**config.mk**
```make
export PLATFORM = sky130hd
export DESIGN_NAME = tcw_cmd_fifo
export DESIGN_NICKNAME = d
export VERILOG_FILES = /design/src/hw/rtl/assert_macros.svh /design/src/hw/rtl/tcw_pkg.sv /design/src/hw/rtl/tcw_cmd_fifo.sv
export SDC_FILE = /design/constraint.sdc
export NUM_CORES = 1
export LEC_CHECK = 0
export BUFFER_PORTS_ARGS = -buffer_cell sky130_fd_sc_hd__buf_2
export CAP_MARGIN = 30
export CORE_MARGIN = 8
export CORE_UTILIZATION = 55
export CTS_CLUSTER_SIZE = 16
export DETAILED_ROUTE_END_ITERATION = 10
export PLACE_DENSITY = 0.77
export SLEW_MARGIN = 10
export SYNTH_ARGS = -nofsm -noshare
export SYNTH_HDL_FRONTEND = slang
export SYNTH_SLANG_ARGS = --single-unit
```
**constraint.sdc**
```tcl
create_clock -name i_clk -period 2.3 [get_ports i_clk]
set_input_delay 0.46 -clock i_clk [delete_from_list [all_inputs] [get_ports i_clk]]
set_output_delay 0.46 -clock i_clk [all_outputs]
set_load 0.1 [all_outputs]
```
**src/hw/rtl/assert_macros.svh**
```systemverilog
// ----------------------------------------------------------------------------
// Assertion macros used by the console writer RTL.
// Each macro declares one labeled concurrent assertion on a clock and an
// active-low reset.
// ----------------------------------------------------------------------------
`ifndef ASSERT_MACROS_SVH
`define ASSERT_MACROS_SVH

// Same-cycle implication: when ante holds, cons must hold on that edge.
`define TCW_ASSERT_IMP(lbl, clk, rst_n, ante, cons) \
    lbl: assert property (@(posedge clk) disable iff (!rst_n) (ante) |-> (cons)) \
        else $error("tcw assertion failed: same-cycle implication");

// Next-cycle implication: when ante holds, cons must hold on the next edge.
`define TCW_ASSERT_NXT(lbl, clk, rst_n, ante, cons) \
    lbl: assert property (@(posedge clk) disable iff (!rst_n) (ante) |=> (cons)) \
        else $error("tcw assertion failed: next-cycle implication");

`endif

```
**src/hw/rtl/tcw_pkg.sv**
```systemverilog
// ----------------------------------------------------------------------------
// tcw_pkg
// Types and constants of the text console writer: screen geometry,
// control characters, payload structs and the internal command format.
// ----------------------------------------------------------------------------
package tcw_pkg;

    // Screen geometry.
    localparam int COLUMNS = 80;
    localparam int ROWS    = 25;
    localparam int CELLS   = COLUMNS * ROWS;
    localparam int ADDR_W  = $clog2(CELLS);
    localparam int COL_W   = $clog2(COLUMNS + 8);
    localparam int ROW_W   = $clog2(ROWS + 1);

    // Command queue between the front and back parts.
    localparam int CMDQ_DEPTH = 4;
    localparam int CMDQ_PTR_W = $clog2(CMDQ_DEPTH);

    // Character codes and reset attribute.
    localparam logic [7:0] CH_NEWLINE   = 8'h0A;
    localparam logic [7:0] CH_BACKSPACE = 8'h08;
    localparam logic [7:0] CH_RETURN    = 8'h0D;
    localparam logic [7:0] CH_TAB       = 8'h09;
    localparam logic [7:0] BLANK_CHAR   = 8'h20;
    localparam logic [7:0] ATTR_RESET   = 8'h0F;

    typedef enum logic [1:0] {
        OP_PUT   = 2'd0,
        OP_CLEAR = 2'd1,
        OP_READ  = 2'd2,
        OP_NONE  = 2'd3
    } t_opcode;

    typedef struct packed {
        t_opcode     opcode;
        logic [7:0]  char_code;
        logic [10:0] cell_index;
    } t_in_item;

    typedef struct packed {
        logic [15:0] read_data;
        logic [4:0]  cursor_row;
        logic [6:0]  cursor_col;
        logic        scrolled;
    } t_out_item;

    // Memory work handed from the front part to the back part.
    typedef enum logic [1:0] {
        BOP_NONE  = 2'd0,
        BOP_WRITE = 2'd1,
        BOP_CLEAR = 2'd2,
        BOP_READ  = 2'd3
    } t_back_op;

    typedef struct packed {
        t_back_op          op;
        logic              scroll;
        logic [ADDR_W-1:0] addr;
        logic [7:0]        ch;
        logic [4:0]        row;
        logic [6:0]        col;
    } t_cmd;

    typedef enum logic [1:0] {
        BS_IDLE  = 2'd0,
        BS_SWEEP = 2'd1,
        BS_READ  = 2'd2
    } t_back_state;

    typedef struct packed {
        logic busy;
        logic take;
    } t_back_stat;

endpackage

```
**src/hw/rtl/tcw_cmd_fifo.sv**
```systemverilog
// ----------------------------------------------------------------------------
// tcw_cmd_fifo
// Short command queue that decouples the front part from the back part.
// ----------------------------------------------------------------------------
module tcw_cmd_fifo import tcw_pkg::*; (
    input  logic i_clk,
    input  logic i_rst_n,
    input  logic i_push,
    input  t_cmd i_data,
    output logic o_full,
    input  logic i_pop,
    output t_cmd o_data,
    output logic o_empty
);

    t_cmd                  r_mem [CMDQ_DEPTH];
    logic [CMDQ_PTR_W-1:0] r_wp;
    logic [CMDQ_PTR_W-1:0] r_rp;
    logic [CMDQ_PTR_W:0]   r_cnt;
    logic                  do_push;
    logic                  do_pop;

    assign o_full  = (r_cnt == (CMDQ_PTR_W + 1)'(CMDQ_DEPTH));
    assign o_empty = (r_cnt == '0);
    assign do_push = i_push && !o_full;
    assign do_pop  = i_pop && !o_empty;
    assign o_data  = r_mem[r_rp];

    // Entry storage.
    always_ff @(posedge i_clk) begin
        if (do_push) begin
            r_mem[r_wp] <= i_data;
        end
    end

    // Pointers and fill count.
    always_ff @(posedge i_clk) begin
        if (!i_rst_n) begin
            r_wp  <= '0;
            r_rp  <= '0;
            r_cnt <= '0;
        end else begin
            if (do_push) begin
                r_wp <= r_wp + CMDQ_PTR_W'(1);
            end
            if (do_pop) begin
                r_rp <= r_rp + CMDQ_PTR_W'(1);
            end
            if (do_push && !do_pop) begin
                r_cnt <= r_cnt + (CMDQ_PTR_W + 1)'(1);
            end else if (do_pop && !do_push) begin
                r_cnt <= r_cnt - (CMDQ_PTR_W + 1)'(1);
            end
        end
    end

endmodule

```
==> flow_metrics.tcl <==
set metrics [dict create \
    clock_sinks 145 \
    fin_worst_skew_ns 0.006683 \
    final_layout_size_suffix_gt1_frac 0.4940 \
    die-height_um 115.5 \
    maxSlewHeadroom 0.6779 \
    dp_slack_ns 0.2048 \
    fin_crit_sh 1.007 \
    path_max_fanout 8 \
    min_period_ns 2.316 \
    ys_top_cells_by_area "edfxtp_1, mux4_2, dfxtp_1, mux4_1, ha_1" \
    synth_nets 270 \
    drtIter0Drc 170 \
    cts.htree.levels 4 \
    drc 0 \
    crit_type "register to output pin" \
    synth_top_area_frac 0.7502 \
    setup_slack_ns -0.01605 \
    cts_buffer_depth 2 \
    root_buffer "clkbuf_8" \
    drv_cap 0 \
    n_fill_cell 562 \
    yosys_warnings 0 \
    synth_fa_ha_area_frac 0.01517 \
    first_global_vias 2811 \
    wl_met3_um 585 \
    critPathLaunchType "register" \
    gr-total-overflow 0 \
    end_kind "output pin" \
    ff_latch_area_mm2 0.004275 \
    syn_area_per_cell_um2 24.09 \
    arrival_ns 1.86 \
    synth_edf_count 136 \
    hold_violations 0 \
    antennaDiodeCount 0 \
    drt-wirelength-per-cell_um 20.45 \
    crit_required_ns 1.84 \
    synth_compound_gate_area_share 0.006205 \
    grt_max_degree 22 \
    pin_count 74 \
    cts_buffers 17 \
    routed.top_layer "met5" \
    vias 2514 \
    synth_xor_area_frac 0.006435 \
    outcome "complete, but fails checks" \
    final_nets 368 \
    grt_first_pass_wirelength_um 14980 \
    antenna_left 0 \
    wl_met1_um 3975 \
    clk_pin_slew_ns 0.06 \
    finalMaxSlewViolations 0 \
    hpwl_um 5963 \
    initial_core_util 0.5621 \
    synthMuxAreaShare 0.1489 \
    dr_wl_met2_um 4944 \
    synth_top_family_by_area "multiplexers" \
    seq_area_frac_synth 0.7833 \
    violations "negative setup slack" \
    hold_ws_ns 0.1755 \
    synthArstFlopShare 0 \
    globalplace.congestion 0.6706 \
    min-delay-path-class "input port to register" \
    placed_cells 436 \
    antenna_found_initial 1 \
    drt_pass1_iterations 4 \
    die_area_mm2 0.01334 \
    synth-seq-cells 145 \
    rsz0062_at_grt "true" \
    synth.cell_area_mm2 0.005444 \
    yosysUniqueCellTypes 24 \
    post_layout_nonfiller_instances 469 \
    clock_latency_ns 0.50 \
    routed_wl_um 9590 \
    fin_setup_tns_ns -0.04539 \
    hold_buffers 0 \
    worst_slew_pin_slew_ns 0.4865 \
    yosys.area_share.simple 0.01862 \
    portBuffers 73 \
    netlist_instances 226 \
    synth-main-ff-cell "edfxtp_1" \
    area_growth_pct 28.98 \
    vias_per_cell 5.360 \
    core_area_mm2 0.009684 \
    multi_input_area_mm2 0.001077 \
    die_w_um 115.5 \
    yosys.area.top_type "edfxtp_1" \
    rrSetupSlack_ns 0.25 \
    cts_tree "done" \
    max_freq_mhz 431.8 \
    grt.total_usage 0.1544 \
    setup-violations-final 7 \
    rows 36 \
]
==> logic make-up (layout without fill, tap and decap cells) <==
group	after synthesis	count (layout)
buffers and inverters	13	123
AO/OA/AOI/OAI	4	4
multiplexers	37	37
XOR/XNOR	4	4
AND/OR/NAND/NOR	17	17
adder cells (fa/ha/maj)	6	6
flip-flops	145	145
==> area by class of cell <==
cell class | count | share of cell area
sequential | 145 | 0.6089
clock buffer | 17 | 0.05898
clock inverter | 14 | 0.02334
timing repair buffer | 89 | 0.1301
inverter | 3 | 0.001604
tap | 133 | 0.02370
multi-input combinational | 68 | 0.1534
==> critical path, stage by stage, from the launching register on <==
cell	delay [ns]
dfxtp_4	0.43
buf_12	0.16
mux4_2	0.56
buf_12	0.19
==> through the flow <==
stage | util | area, um^2
final | 0.7251 | 7022
after global placement | 0.6439 | 6236
after floorplan | - | 5479
after CTS | 0.7225 | 6997
after global routing | 0.7251 | 7022
after detailed placement | 0.6439 | 6236
==> cells in the mapped netlist, drive strengths merged, types with 2 or more instances <==
cell    instances
and2            8
buf             8
clkbuf          2
dfxtp           9
edfxtp        136
ha              5
inv             3
mux2i           3
mux4           34
nand2           4
nor2b           2
xnor2           3
==> layer usage <==
layer  track usage  vias to the layer above
met5             0                        -
met2        0.2562                       92
met3       0.04794                       10
li1              -                     1137
met4       0.06042                        2
met1        0.1853                     1273
==> worst paths after layout <==
kind,end,cells after the start,startpoint
worst max-delay path,o_data[16],3,register
worst min-delay path,r_mem[1][13],1,i_data[13]
worst max register to register,r_cnt[2],7,r_cnt[1]
worst min register to register,r_wp[1],2,r_wp[1]
==> repair_timing <==
| item | in CTS | in global routing |
|---|---|---|
| resized for setup | 51 | 10 |
| gates cloned | 1 | 0 |
| setup buffers | 1 | 0 |
| setup endpoints to repair | 32 | 34 |
| pin swaps | 0 | 0 |
==> sequential cells by signal (all words and copies together) (netlist names), named ones only <==
register and cells:
r_mem 136, r_wp 2, r_rp 2, r_cnt 3
==> placed cells by master (no fill, tap or decap), types with 4 or more instances in the layout <==
master and instances:
and2_2 4, ha_1 4, buf_4 12, buf_2 39, clkbuf_16 16, buf_8 7, buf_12 18, edfxtp_1 136
dfxtp_1 4, nand2_1 4, mux4_2 34, buf_6 12, and2_1 4
Power is left out: the tool's default activity adds up to more than one toggle a clock period on the data nets, which glitch-free logic cannot reach.
