**config.mk**
```make
export PLATFORM = sky130hd
export DESIGN_NAME = tcw_front
export DESIGN_NICKNAME = d
export VERILOG_FILES = /design/src/hw/rtl/assert_macros.svh /design/src/hw/rtl/tcw_pkg.sv /design/src/hw/rtl/tcw_front.sv
export SDC_FILE = /design/constraint.sdc
export NUM_CORES = 1
export LEC_CHECK = 0
export ABC_AREA = 1
export BUFFER_PORTS_ARGS = -buffer_cell sky130_fd_sc_hd__buf_2
export CORE_ASPECT_RATIO = 1.25
export CORE_MARGIN = 2
export CORE_UTILIZATION = 59
export DETAILED_ROUTE_END_ITERATION = 10
export PLACE_DENSITY_LB_ADDON = 0.2
export SETUP_SLACK_MARGIN = 0.02
export SKIP_CTS_REPAIR_TIMING = 1
export SLEW_MARGIN = 25
export SYNTH_ARGS = -nofsm -noshare
export SYNTH_HDL_FRONTEND = slang
export SYNTH_SLANG_ARGS = --single-unit
```
**constraint.sdc**
```tcl
create_clock -name i_clk -period 6.2 [get_ports i_clk]
set_clock_uncertainty 0.05 [all_clocks]
set_input_delay 0.31 -clock i_clk [delete_from_list [all_inputs] [get_ports i_clk]]
set_output_delay 0.31 -clock i_clk [all_outputs]
set_load 0.01 [all_outputs]
```
**src/hw/rtl/assert_macros.svh**
```systemverilog
// ----------------------------------------------------------------------------
// Assertion macros used by the console writer RTL.
// Each macro declares one labeled concurrent assertion on a clock and an
// active-low reset.
// ----------------------------------------------------------------------------
`ifndef ASSERT_MACROS_SVH
`define ASSERT_MACROS_SVH

// Same-cycle implication: when ante holds, cons must hold on that edge.
`define TCW_ASSERT_IMP(lbl, clk, rst_n, ante, cons) \
    lbl: assert property (@(posedge clk) disable iff (!rst_n) (ante) |-> (cons)) \
        else $error("tcw assertion failed: same-cycle implication");

// Next-cycle implication: when ante holds, cons must hold on the next edge.
`define TCW_ASSERT_NXT(lbl, clk, rst_n, ante, cons) \
    lbl: assert property (@(posedge clk) disable iff (!rst_n) (ante) |=> (cons)) \
        else $error("tcw assertion failed: next-cycle implication");

`endif

```
**src/hw/rtl/tcw_pkg.sv**
```systemverilog
// ----------------------------------------------------------------------------
// tcw_pkg
// Types and constants of the text console writer: screen geometry,
// control characters, payload structs and the internal command format.
// ----------------------------------------------------------------------------
package tcw_pkg;

    // Screen geometry.
    localparam int COLUMNS = 80;
    localparam int ROWS    = 25;
    localparam int CELLS   = COLUMNS * ROWS;
    localparam int ADDR_W  = $clog2(CELLS);
    localparam int COL_W   = $clog2(COLUMNS + 8);
    localparam int ROW_W   = $clog2(ROWS + 1);

    // Command queue between the front and back parts.
    localparam int CMDQ_DEPTH = 4;
    localparam int CMDQ_PTR_W = $clog2(CMDQ_DEPTH);

    // Character codes and reset attribute.
    localparam logic [7:0] CH_NEWLINE   = 8'h0A;
    localparam logic [7:0] CH_BACKSPACE = 8'h08;
    localparam logic [7:0] CH_RETURN    = 8'h0D;
    localparam logic [7:0] CH_TAB       = 8'h09;
    localparam logic [7:0] BLANK_CHAR   = 8'h20;
    localparam logic [7:0] ATTR_RESET   = 8'h0F;

    typedef enum logic [1:0] {
        OP_PUT   = 2'd0,
        OP_CLEAR = 2'd1,
        OP_READ  = 2'd2,
        OP_NONE  = 2'd3
    } t_opcode;

    typedef struct packed {
        t_opcode     opcode;
        logic [7:0]  char_code;
        logic [10:0] cell_index;
    } t_in_item;

    typedef struct packed {
        logic [15:0] read_data;
        logic [4:0]  cursor_row;
        logic [6:0]  cursor_col;
        logic        scrolled;
    } t_out_item;

    // Memory work handed from the front part to the back part.
    typedef enum logic [1:0] {
        BOP_NONE  = 2'd0,
        BOP_WRITE = 2'd1,
        BOP_CLEAR = 2'd2,
        BOP_READ  = 2'd3
    } t_back_op;

    typedef struct packed {
        t_back_op          op;
        logic              scroll;
        logic [ADDR_W-1:0] addr;
        logic [7:0]        ch;
        logic [4:0]        row;
        logic [6:0]        col;
    } t_cmd;

    typedef enum logic [1:0] {
        BS_IDLE  = 2'd0,
        BS_SWEEP = 2'd1,
        BS_READ  = 2'd2
    } t_back_state;

    typedef struct packed {
        logic busy;
        logic take;
    } t_back_stat;

endpackage

```
**src/hw/rtl/tcw_front.sv**
```systemverilog
// ----------------------------------------------------------------------------
// tcw_front
// Front part: accepts operations, tracks the cursor and turns each
// operation into one memory command plus its cursor result.
// ----------------------------------------------------------------------------
module tcw_front import tcw_pkg::*; (
    input  logic     i_clk,
    input  logic     i_rst_n,
    input  logic     i_accept,
    input  t_in_item i_item,
    output t_cmd     o_cmd
);

    logic [ROW_W-1:0] r_row, n_row;
    logic [COL_W-1:0] r_col, n_col;

    // Decode the operation and compute the next cursor.
    always_comb begin
        logic [COL_W-1:0] col;
        logic [ROW_W-1:0] row;
        logic [COL_W-1:0] wr_col;
        logic [COL_W-1:0] tab_col;
        logic             we;
        logic             scroll;
        logic [7:0]       wch;

        col     = r_col;
        row     = r_row;
        wr_col  = r_col;
        tab_col = r_col + COL_W'(8);
        we      = 1'b0;
        scroll  = 1'b0;
        wch     = i_item.char_code;
        o_cmd   = '0;
        o_cmd.op = BOP_NONE;

        unique case (i_item.opcode)
            OP_PUT: begin
                priority if (i_item.char_code == CH_NEWLINE) begin
                    col = '0;
                    row = r_row + ROW_W'(1);
                end else if (i_item.char_code == CH_BACKSPACE) begin
                    if (r_col != '0) begin
                        col = r_col - COL_W'(1);
                    end
                    wr_col = col;
                    we     = 1'b1;
                    wch    = BLANK_CHAR;
                end else if (i_item.char_code == CH_RETURN) begin
                    col = '0;
                end else if (i_item.char_code == CH_TAB) begin
                    col = {tab_col[COL_W-1:3], 3'b000};
                end else begin
                    we  = 1'b1;
                    col = r_col + COL_W'(1);
                end
                // Wrap at the right edge, scroll past the bottom row.
                if (col >= COL_W'(COLUMNS)) begin
                    col = '0;
                    row = row + ROW_W'(1);
                end
                if (row >= ROW_W'(ROWS)) begin
                    scroll = 1'b1;
                    row    = ROW_W'(ROWS - 1);
                    col    = '0;
                end
                o_cmd.op     = we ? BOP_WRITE : BOP_NONE;
                o_cmd.scroll = scroll;
                o_cmd.addr   = ADDR_W'(32'(r_row) * COLUMNS + 32'(wr_col));
                o_cmd.ch     = wch;
            end
            OP_CLEAR: begin
                row      = '0;
                col      = '0;
                o_cmd.op = BOP_CLEAR;
            end
            OP_READ: begin
                // Out-of-range indexes read zero without touching memory.
                if ({21'd0, i_item.cell_index} < 32'(CELLS)) begin
                    o_cmd.op = BOP_READ;
                end
                o_cmd.addr = ADDR_W'(i_item.cell_index);
            end
            OP_NONE: begin
                o_cmd.op = BOP_NONE;
            end
            default: begin
                o_cmd.op = BOP_NONE;
            end
        endcase

        o_cmd.row = 5'(row);
        o_cmd.col = 7'(col);
        n_row = row;
        n_col = col;
    end

    // Cursor registers advance on each accepted operation.
    always_ff @(posedge i_clk) begin
        if (!i_rst_n) begin
            r_row <= '0;
            r_col <= '0;
        end else if (i_accept) begin
            r_row <= n_row;
            r_col <= n_col;
        end
    end

endmodule

```
==> results of run 1 <==
power by group:
part	leakage [nW]	switching [W]	internal, W	total (W)
Combinational	1.42	0.0000932	0.0000568	0.000150
Clock	0.0216	0.0000275	0.0000427	0.0000703
Sequential	0.0991	0.0000118	0.0000823	0.0000941
cell type report:
cell class	count	area [µm²]	share of cell area, %
clock buffer	3	41.3	1.57
inverter	62	235	8.92
multi-input combinational	299	1770	67.0
sequential	12	240	9.11
tap	54	67.6	2.56
timing repair buffer	57	285	10.8
sequential cells by signal, indices dropped and copies added, names as in the netlist:
register and cells:
r_row 5, r_col 7
cell usage after synthesis (2+ instances only):
| cell | count | area share (%) |
|---|---|---|
| dlygate4sd3_1 | 2 | 0.86 |
| a32o_1 | 3 | 1.3 |
| nor2_1 | 48 | 7.7 |
| clkbuf_1 | 3 | 0.48 |
| inv_2 | 6 | 0.96 |
| fa_1 | 2 | 1.7 |
| a21oi_1 | 15 | 3.2 |
| o31ai_1 | 2 | 0.64 |
| xor2_1 | 10 | 3.7 |
| nand2_1 | 95 | 15 |
| a22o_1 | 2 | 0.75 |
| nand3b_1 | 3 | 0.96 |
| o21ai_0 | 21 | 4.5 |
| nand3_1 | 20 | 4.3 |
| o22ai_1 | 2 | 0.54 |
| xnor2_1 | 4 | 1.5 |
| nor4_1 | 2 | 0.54 |
| ha_1 | 17 | 9.1 |
| nand3_2 | 12 | 5.1 |
| buf_6 | 3 | 1.4 |
| nand4_1 | 4 | 1.1 |
| nor2_2 | 2 | 0.54 |
| nor2_4 | 3 | 1.4 |
| clkbuf_8 | 2 | 1.2 |
| nand2_2 | 17 | 4.6 |
| inv_1 | 55 | 8.8 |
| nand2_4 | 5 | 2.4 |
| dfxtp_1 | 12 | 10 |
critical path: stages (launching register included):
cell,delay (ns)
dfxtp_1,0.45
inv_1,0.17
ha_1,0.24
nand2_2,0.08
nor2_4,0.06
nor2_4,0.15
nand2_2,0.08
o21ai_0,0.09
ha_1,0.19
inv_1,0.05
fa_1,0.38
nor2_1,0.15
nor2_1,0.06
nor2_1,0.08
inv_1,0.05
nor2_1,0.08
inv_1,0.06
nor2_1,0.11
a21oi_1,0.07
o21ai_0,0.10
nand2_1,0.06
buf_2,0.13
metrics by stage:
stage	cells	hold WS, ns
6_report	487	0.442
5_1_grt	487	0.453
4_1_cts	487	0.433
3_5_place_dp	484	0.593
3_3_place_gp	484	0.586
2_1_floorplan	383	0.486
routing by layer:
| metal | up-vias | part of all wire (%) |
|---|---|---|
| met5 | - | 0 |
| met4 | 0 | 2.9 |
| met3 | 17 | 2.6 |
| met2 | 46 | 53 |
| met1 | 1156 | 41 |
| li1 | 1317 | - |
final timing paths:
path         startpoint  cells after the start         to  slack [ns]
min reg2reg    r_col[6]                      4   r_col[6]        0.60
max            r_col[0]                     21  o_cmd[30]        2.71
max reg2reg    r_col[3]                     17   r_col[5]        3.64
min            i_accept                      4   r_col[4]        0.44
kinds of logic after synthesis:
logic type	Yosys count	share of synthesized area [%]
simple gates	217	47.5
flops	12	10.3
fa+ha+maj	19	10.8
buf+inv	72	14.0
compound gates	49	12.2
xor+xnor	14	5.25
layout by cell type, fill, tap and decap left out:
| master | count |
|---|---|
| nand2_1 | 95 |
| buf_2 | 57 |
| inv_1 | 55 |
| nor2_1 | 48 |
| o21ai_0 | 21 |
| nand3_1 | 20 |
| nand2_2 | 17 |
| ha_1 | 17 |
| a21oi_1 | 15 |
| nand3_2 | 12 |
| dfxtp_1 | 12 |
| xor2_1 | 10 |
| inv_2 | 6 |
| nand2_4 | 5 |
| nand4_1 | 4 |
| xnor2_1 | 4 |
| nand3b_1 | 3 |
| nor2_4 | 3 |
| a32o_1 | 3 |
| clkbuf_8 | 3 |
| nor2_2 | 2 |
| o22ai_1 | 2 |
| nor4_1 | 2 |
| o31ai_1 | 2 |
| a22o_1 | 2 |
| fa_1 | 2 |
| nand4_2 | 1 |
| nand3_4 | 1 |
| or2_2 | 1 |
| inv_4 | 1 |
| o21ai_1 | 1 |
| o21a_1 | 1 |
| nor2_8 | 1 |
| nand2_8 | 1 |
| a211oi_1 | 1 |
| o21ai_2 | 1 |
| or3_1 | 1 |
==> impl_summary.md, run 1 <==
Route
The routed wire length per instance is 12.6 µm. The detail route stage leaves a number of antenna-violating nets equal to 0. The number of iterations in the first detailed-routing pass is 4. The ratio of routed vias to standard cells is 5.21. In this run, the number of DRC markers left after iteration 0 of detailed routing was 98. The final route contains 2,536 vias.

Summed over all layers, the routed wires come to 6150 µm. The total DRC errors in the routed layout is 0.

Logic synthesis
The share of flip-flops with an asynchronous set or reset is 0%. The share of the Yosys chip area taken by registers is 10.3%. The synthesized cell area is 2340 µm². After synthesis the netlist holds a flip-flop and latch count of 12. The number of flops mapped to enable cells by yosys is 0.

The prevailing post-synth register cell is dfxtp_1. Synthesis produced 383 cells. The number of distinct library cell variants in the gate-level netlist after synthesis is 39.

After synthesis, the mean cell area works out to 6.10 µm². The net count of the mapped netlist is 426. Yosys printed 0 warnings.

STA
The relative max-transition margin is 54.5%. The count of pins over their slew limit came to 0. Setup repair after global routing left no endpoint under its margin.

Setup violations remaining at the end of the flow were counted as 0. The minimum setup slack in the final design is 2.71 ns. The final critical path takes up 56.2% of the cycle.

The pin slew with the least headroom to its limit is 0.680 ns. The number of hold-slack violations in the final timing report is 0. The time the worst path needs with I/O delays and setup is 3.49 ns.

Setup total negative slack on the finished layout was measured at 0 ns. Derived from the worst setup path, the maximum achievable clock frequency is 0.287 GHz.

Cells and area
In the final layout, the share of cells above drive strength 1 is 25.9%. The net count of the finished layout is 478. The final core utilization is 69.7%.

The area of all placed cells without fillers is 2640 µm². The layout-stage area growth over the synthesis result is 12.9%. The antenna diode count is 0. The layout filler cell count is 365.

Floorplanning
The number of cell rows is 25. The die height is 74.4 µm. Once the floorplan was initialized, standard cells occupied 61.7% of the core. The die width is 60.3 µm. The floorplan step defined a die boundary enclosing 4480 µm². In this run the standard cell core region covers 3780 µm².

In this run the count of I/O pins placed on the die edge is 58.

Power
The static leakage power is 1.54 nW. The power per cell area is 119 nW/µm². Across the VDD grid, the largest voltage drop is 0.164 mV. Summing internal, switching and leakage power gives 0.000314 W.

Placed design
Prior to clock tree synthesis, the placed netlist has a worst setup slack of 2.99 ns. The total of buffers placed on input and output ports is 57. In this run the cell area measured after placement is 2600 µm².

The half-perimeter wire length after detailed placement is 4980 µm. At the end of routability-driven placement, the weighted congestion stood at 0.982.

Clock tree
The insertion delay to the later sink of the worst-skew pair is 0.24 ns. The clock slew at the register clock pins of the worst setup and hold paths is 0.05 ns. TritonCTS built the clock tree. The largest buffer count on any clock path is 2. The clock root buffer is clkbuf_8. In this run the number of H-tree levels came out at 1. The total CTS buffers is 3. The tree built by TritonCTS fans out to 12 sinks.

Global routing
The global-route met3 utilization is 4.70%. The via count of the first global-routing pass is 2,352. The met1 track demand over resource is 32.7%. The overall routing resource usage is 29.3%.

The global-route wire length before repair is 10,100 µm. The global routing met2 resource utilization is 54.8%. The total grt overflow is 0. The initial antenna violation count came to 0. Entering global routing, the biggest net connects 21 pins. The global routing stage identified its most utilized layer as met2.

Setup path
The endpoint required time on the critical path is 5.84 ns. The largest fanout on the critical path is 7. By startpoint and endpoint, the worst setup path is classified as register to primary output.

At the worst endpoint, the arrival time is 3.13 ns. The startpoint type of the worst setup path is a register. The worst setup path is captured at a primary output.

Worst hold path
The min-delay analysis places its worst path in the category primary input to register.

Outcome
The flow ran to the end, and the final reports show no timing, DRC or antenna violations.

Job
Max-cap violations in this run came to 0.
Note: power is estimated with default switching activity, not from simulation.
==> inputs of run 2 (changes only) <==
CORE_UTILIZATION = 50   (was 59)
clock period = 3.2 ns   (was 6.2 ns; I/O delays follow)
==> impl_summary.md, run 2 (synthesis gave the netlist of run 1 again) <==
Global routing
The via count of the first global-routing pass was 2,459 (+4.5%). The global-route wire length before repair came to 10,800 µm (+7.1%). The total grt overflow was 0 (unchanged). The overall routing resource usage is 26.2% (-3.1 points). The initial antenna violation count was 0 (unchanged). The pin count of the biggest net entering global routing is 20 (-4.8%).

Setup path
The depth of the worst register-to-register path is 20 (+3). The endpoint required time on the critical path is 2.99 ns (-2.85 ns). The worst register-to-register path ends at r_col[1]. The setup path with the least slack is of type register to primary output. The internal reg-to-reg setup slack was 0.77 ns (-2.87 ns).

The start of the worst register-to-register path is r_col[0]. The data arrival time of the worst path is 2.79 ns (-0.34 ns). The kind of end point of the critical path is a primary output. The largest fanout on the critical path is 7 (unchanged). The worst setup path is launched from a register.

Cells and area
In the layout the commonest cells are nand2_1 (95), buf_2 (57), inv_1 (51). The most common cell after layout, fill and taps aside is nand2_1. The proportion of layout cells with a drive suffix above 1 was 32.3% (+6.4 points). The antenna diode count was 0 (unchanged).

From synthesis to final layout, the design area changed by 20.9%. The number of nets in the finished design is 493 (+3.1%). The number of flip-flops under the largest register name is 7 (unchanged).

Ranked by flip-flop count, first place goes to r_col. The largest registers in the layout are r_col x7, r_row x5.

STA
The number of hold-slack violations in the final timing report was 0 (unchanged). The minimum setup slack in the final design is 0.201 ns (-2.51 ns). In the finished design, the share of the clock period the worst path needs comes to 93.7%.

The highest clock rate is 0.333 GHz. The final sum of negative setup slack is 0 ns (unchanged). The pin slew with the least headroom to its limit is 0.695 ns (+0.0155 ns). The setup-violating endpoint count in the final report was 0 (unchanged). The relative max-transition margin is 53.5% (-1.0 points). The count of pins over their slew limit is 0 (unchanged). The time the worst path needs with I/O delays and setup is 3.00 ns.

Route
The number of vias in the routed layout came to 2,637 (+4.0%). The number of iterations in the first detailed-routing pass came to 7 (+3). The total wire length after detailed routing is 6590 µm (+7.2%).

The total DRC errors in the routed layout is 0 (unchanged). The starting DRC count in detailed routing is 133 (+36%). The routed wire length per instance is 13.0 µm (+3.0%). The ratio of routed vias to standard cells is 5.20 (-0.12%).

The number of nets with antenna violations after detailed routing is 0 (unchanged).

Floorplanning
The number of cell rows is 27 (+8.0%). The placeable core region is 4460 µm² (+18%). The starting utilization of the core area was 52.4% (-9.3 points). The die height is 80.4 µm (+8.2%).

The die width is 65.1 µm (+8.1%). The number of ports placed on the die boundary is 58 (unchanged). The floorplan die area is 5240 µm² (+17%).

Placed design
The global placement routability congestion was 0.921 (-6.2%). The total of buffers placed on input and output ports is 57 (unchanged). The setup slack at placement is 0.296 ns (-2.69 ns). The half-perimeter wire length after detailed placement came to 5150 µm (+3.4%).

Power
The static leakage power came to 1.63 nW (+5.4%). The total power after layout is 0.000672 W (+110%). The power per cell area is 238 nW/µm² (+100%).

The highest ir drop seen on vdd is 0.296 mV (+81%).

Clock tree
The H-tree depth is 1 (unchanged). The insertion delay to the later sink of the worst-skew pair is 0.25 ns (about the same). The total CTS buffers was 3 (unchanged). Clock tree synthesis selected as its root buffer the cell clkbuf_8.

The clock slew at the register clock pins of the worst setup and hold paths is 0.06 ns (about the same). The CTS tree is yes. The number of sinks handled by clock tree synthesis is 12 (unchanged).

The largest buffer count on any clock path is 2 (unchanged).

Worst hold path
The startpoint identified for the worst hold timing path is i_accept. The worst hold-check path type is primary input to register. The number of cells traversed by the worst hold path is 4 (unchanged). The end point of the most critical hold path is r_col[6].

Outcome
The flow ran to the end, and the final reports show no timing, DRC or antenna violations.

Job
The max-cap check violation count is 0 (unchanged).
-- run 2: cell count changes in the layout (fill, tap and decap cells not counted), moves of 4 or more --
| cell | previous run | this run |
|---|---|---|
| buf_4 | 0 | 15 |
| dfxtp_1 | 12 | 8 |
| inv_1 | 55 | 51 |
| o21ai_0 | 21 | 17 |
-- run 2: metrics by stage --
stage	hold slack [ns]	util, %	std cells	area (µm²)
after global placement	0.526	59.7	496	2660
final	0.280	63.3	507	2820
after floorplan	0.336	-	383	2340
after detailed placement	0.536	59.7	496	2660
after global routing	0.311	63.3	507	2820
after CTS	0.281	60.9	500	2720
-- run 2: worst max-delay path by stage --
stage	from	endpoint	slack, ns	cells after the start
final	r_col[0]	o_cmd[30]	0.20	21
after global routing	r_col[0]	o_cmd[30]	-0.006	21
after CTS	r_col[0]	o_cmd[29]	0.02	15
after detailed placement	r_col[0]	o_cmd[29]	0.30	15
after global placement	r_col[0]	o_cmd[29]	0.37	15
after floorplan	r_col[0]	o_cmd[30]	0.51	20
-- run 2: cell type report --
type / count / area, µm²
timing repair buffer: 72 / 398
tap: 58 / 72.6
inverter: 62 / 238
clock buffer: 4 / 55.1
multi-input combinational: 299 / 1810
fill: 471 / 1640
sequential: 12 / 248
-- run 2: critical path, stage by stage (launching register included) --
cell	delay [ns]
dfxtp_2	0.35
inv_4	0.06
ha_2	0.18
nand2_2	0.09
nor2_4	0.05
nor2_4	0.12
nand2_2	0.09
o21ai_2	0.06
ha_2	0.20
inv_2	0.04
fa_2	0.36
nor2_2	0.11
nor2_1	0.05
nor2_1	0.09
inv_1	0.06
nor2_1	0.09
inv_1	0.06
nor2_2	0.12
a21oi_1	0.07
o21ai_1	0.08
nand2_1	0.07
buf_2	0.13
-- run 2: layer usage --
layer / vias up / part of all wire (%) / global-route usage (%)
li1: 1341 / - / -
met2: 66 / 54 / 50.8
met5: - / 0 / 0
met3: 24 / 3.1 / 3.22
met4: 0 / 3.7 / 7.71
met1: 1206 / 39 / 29.3
-- run 2: where the power goes --
part / internal [W] / leakage [nW] / switching (W)
clock network: 0.000109 / 0.0288 / 0.0000630
logic: 0.000128 / 1.50 / 0.000197
registers: 0.000160 / 0.101 / 0.0000159
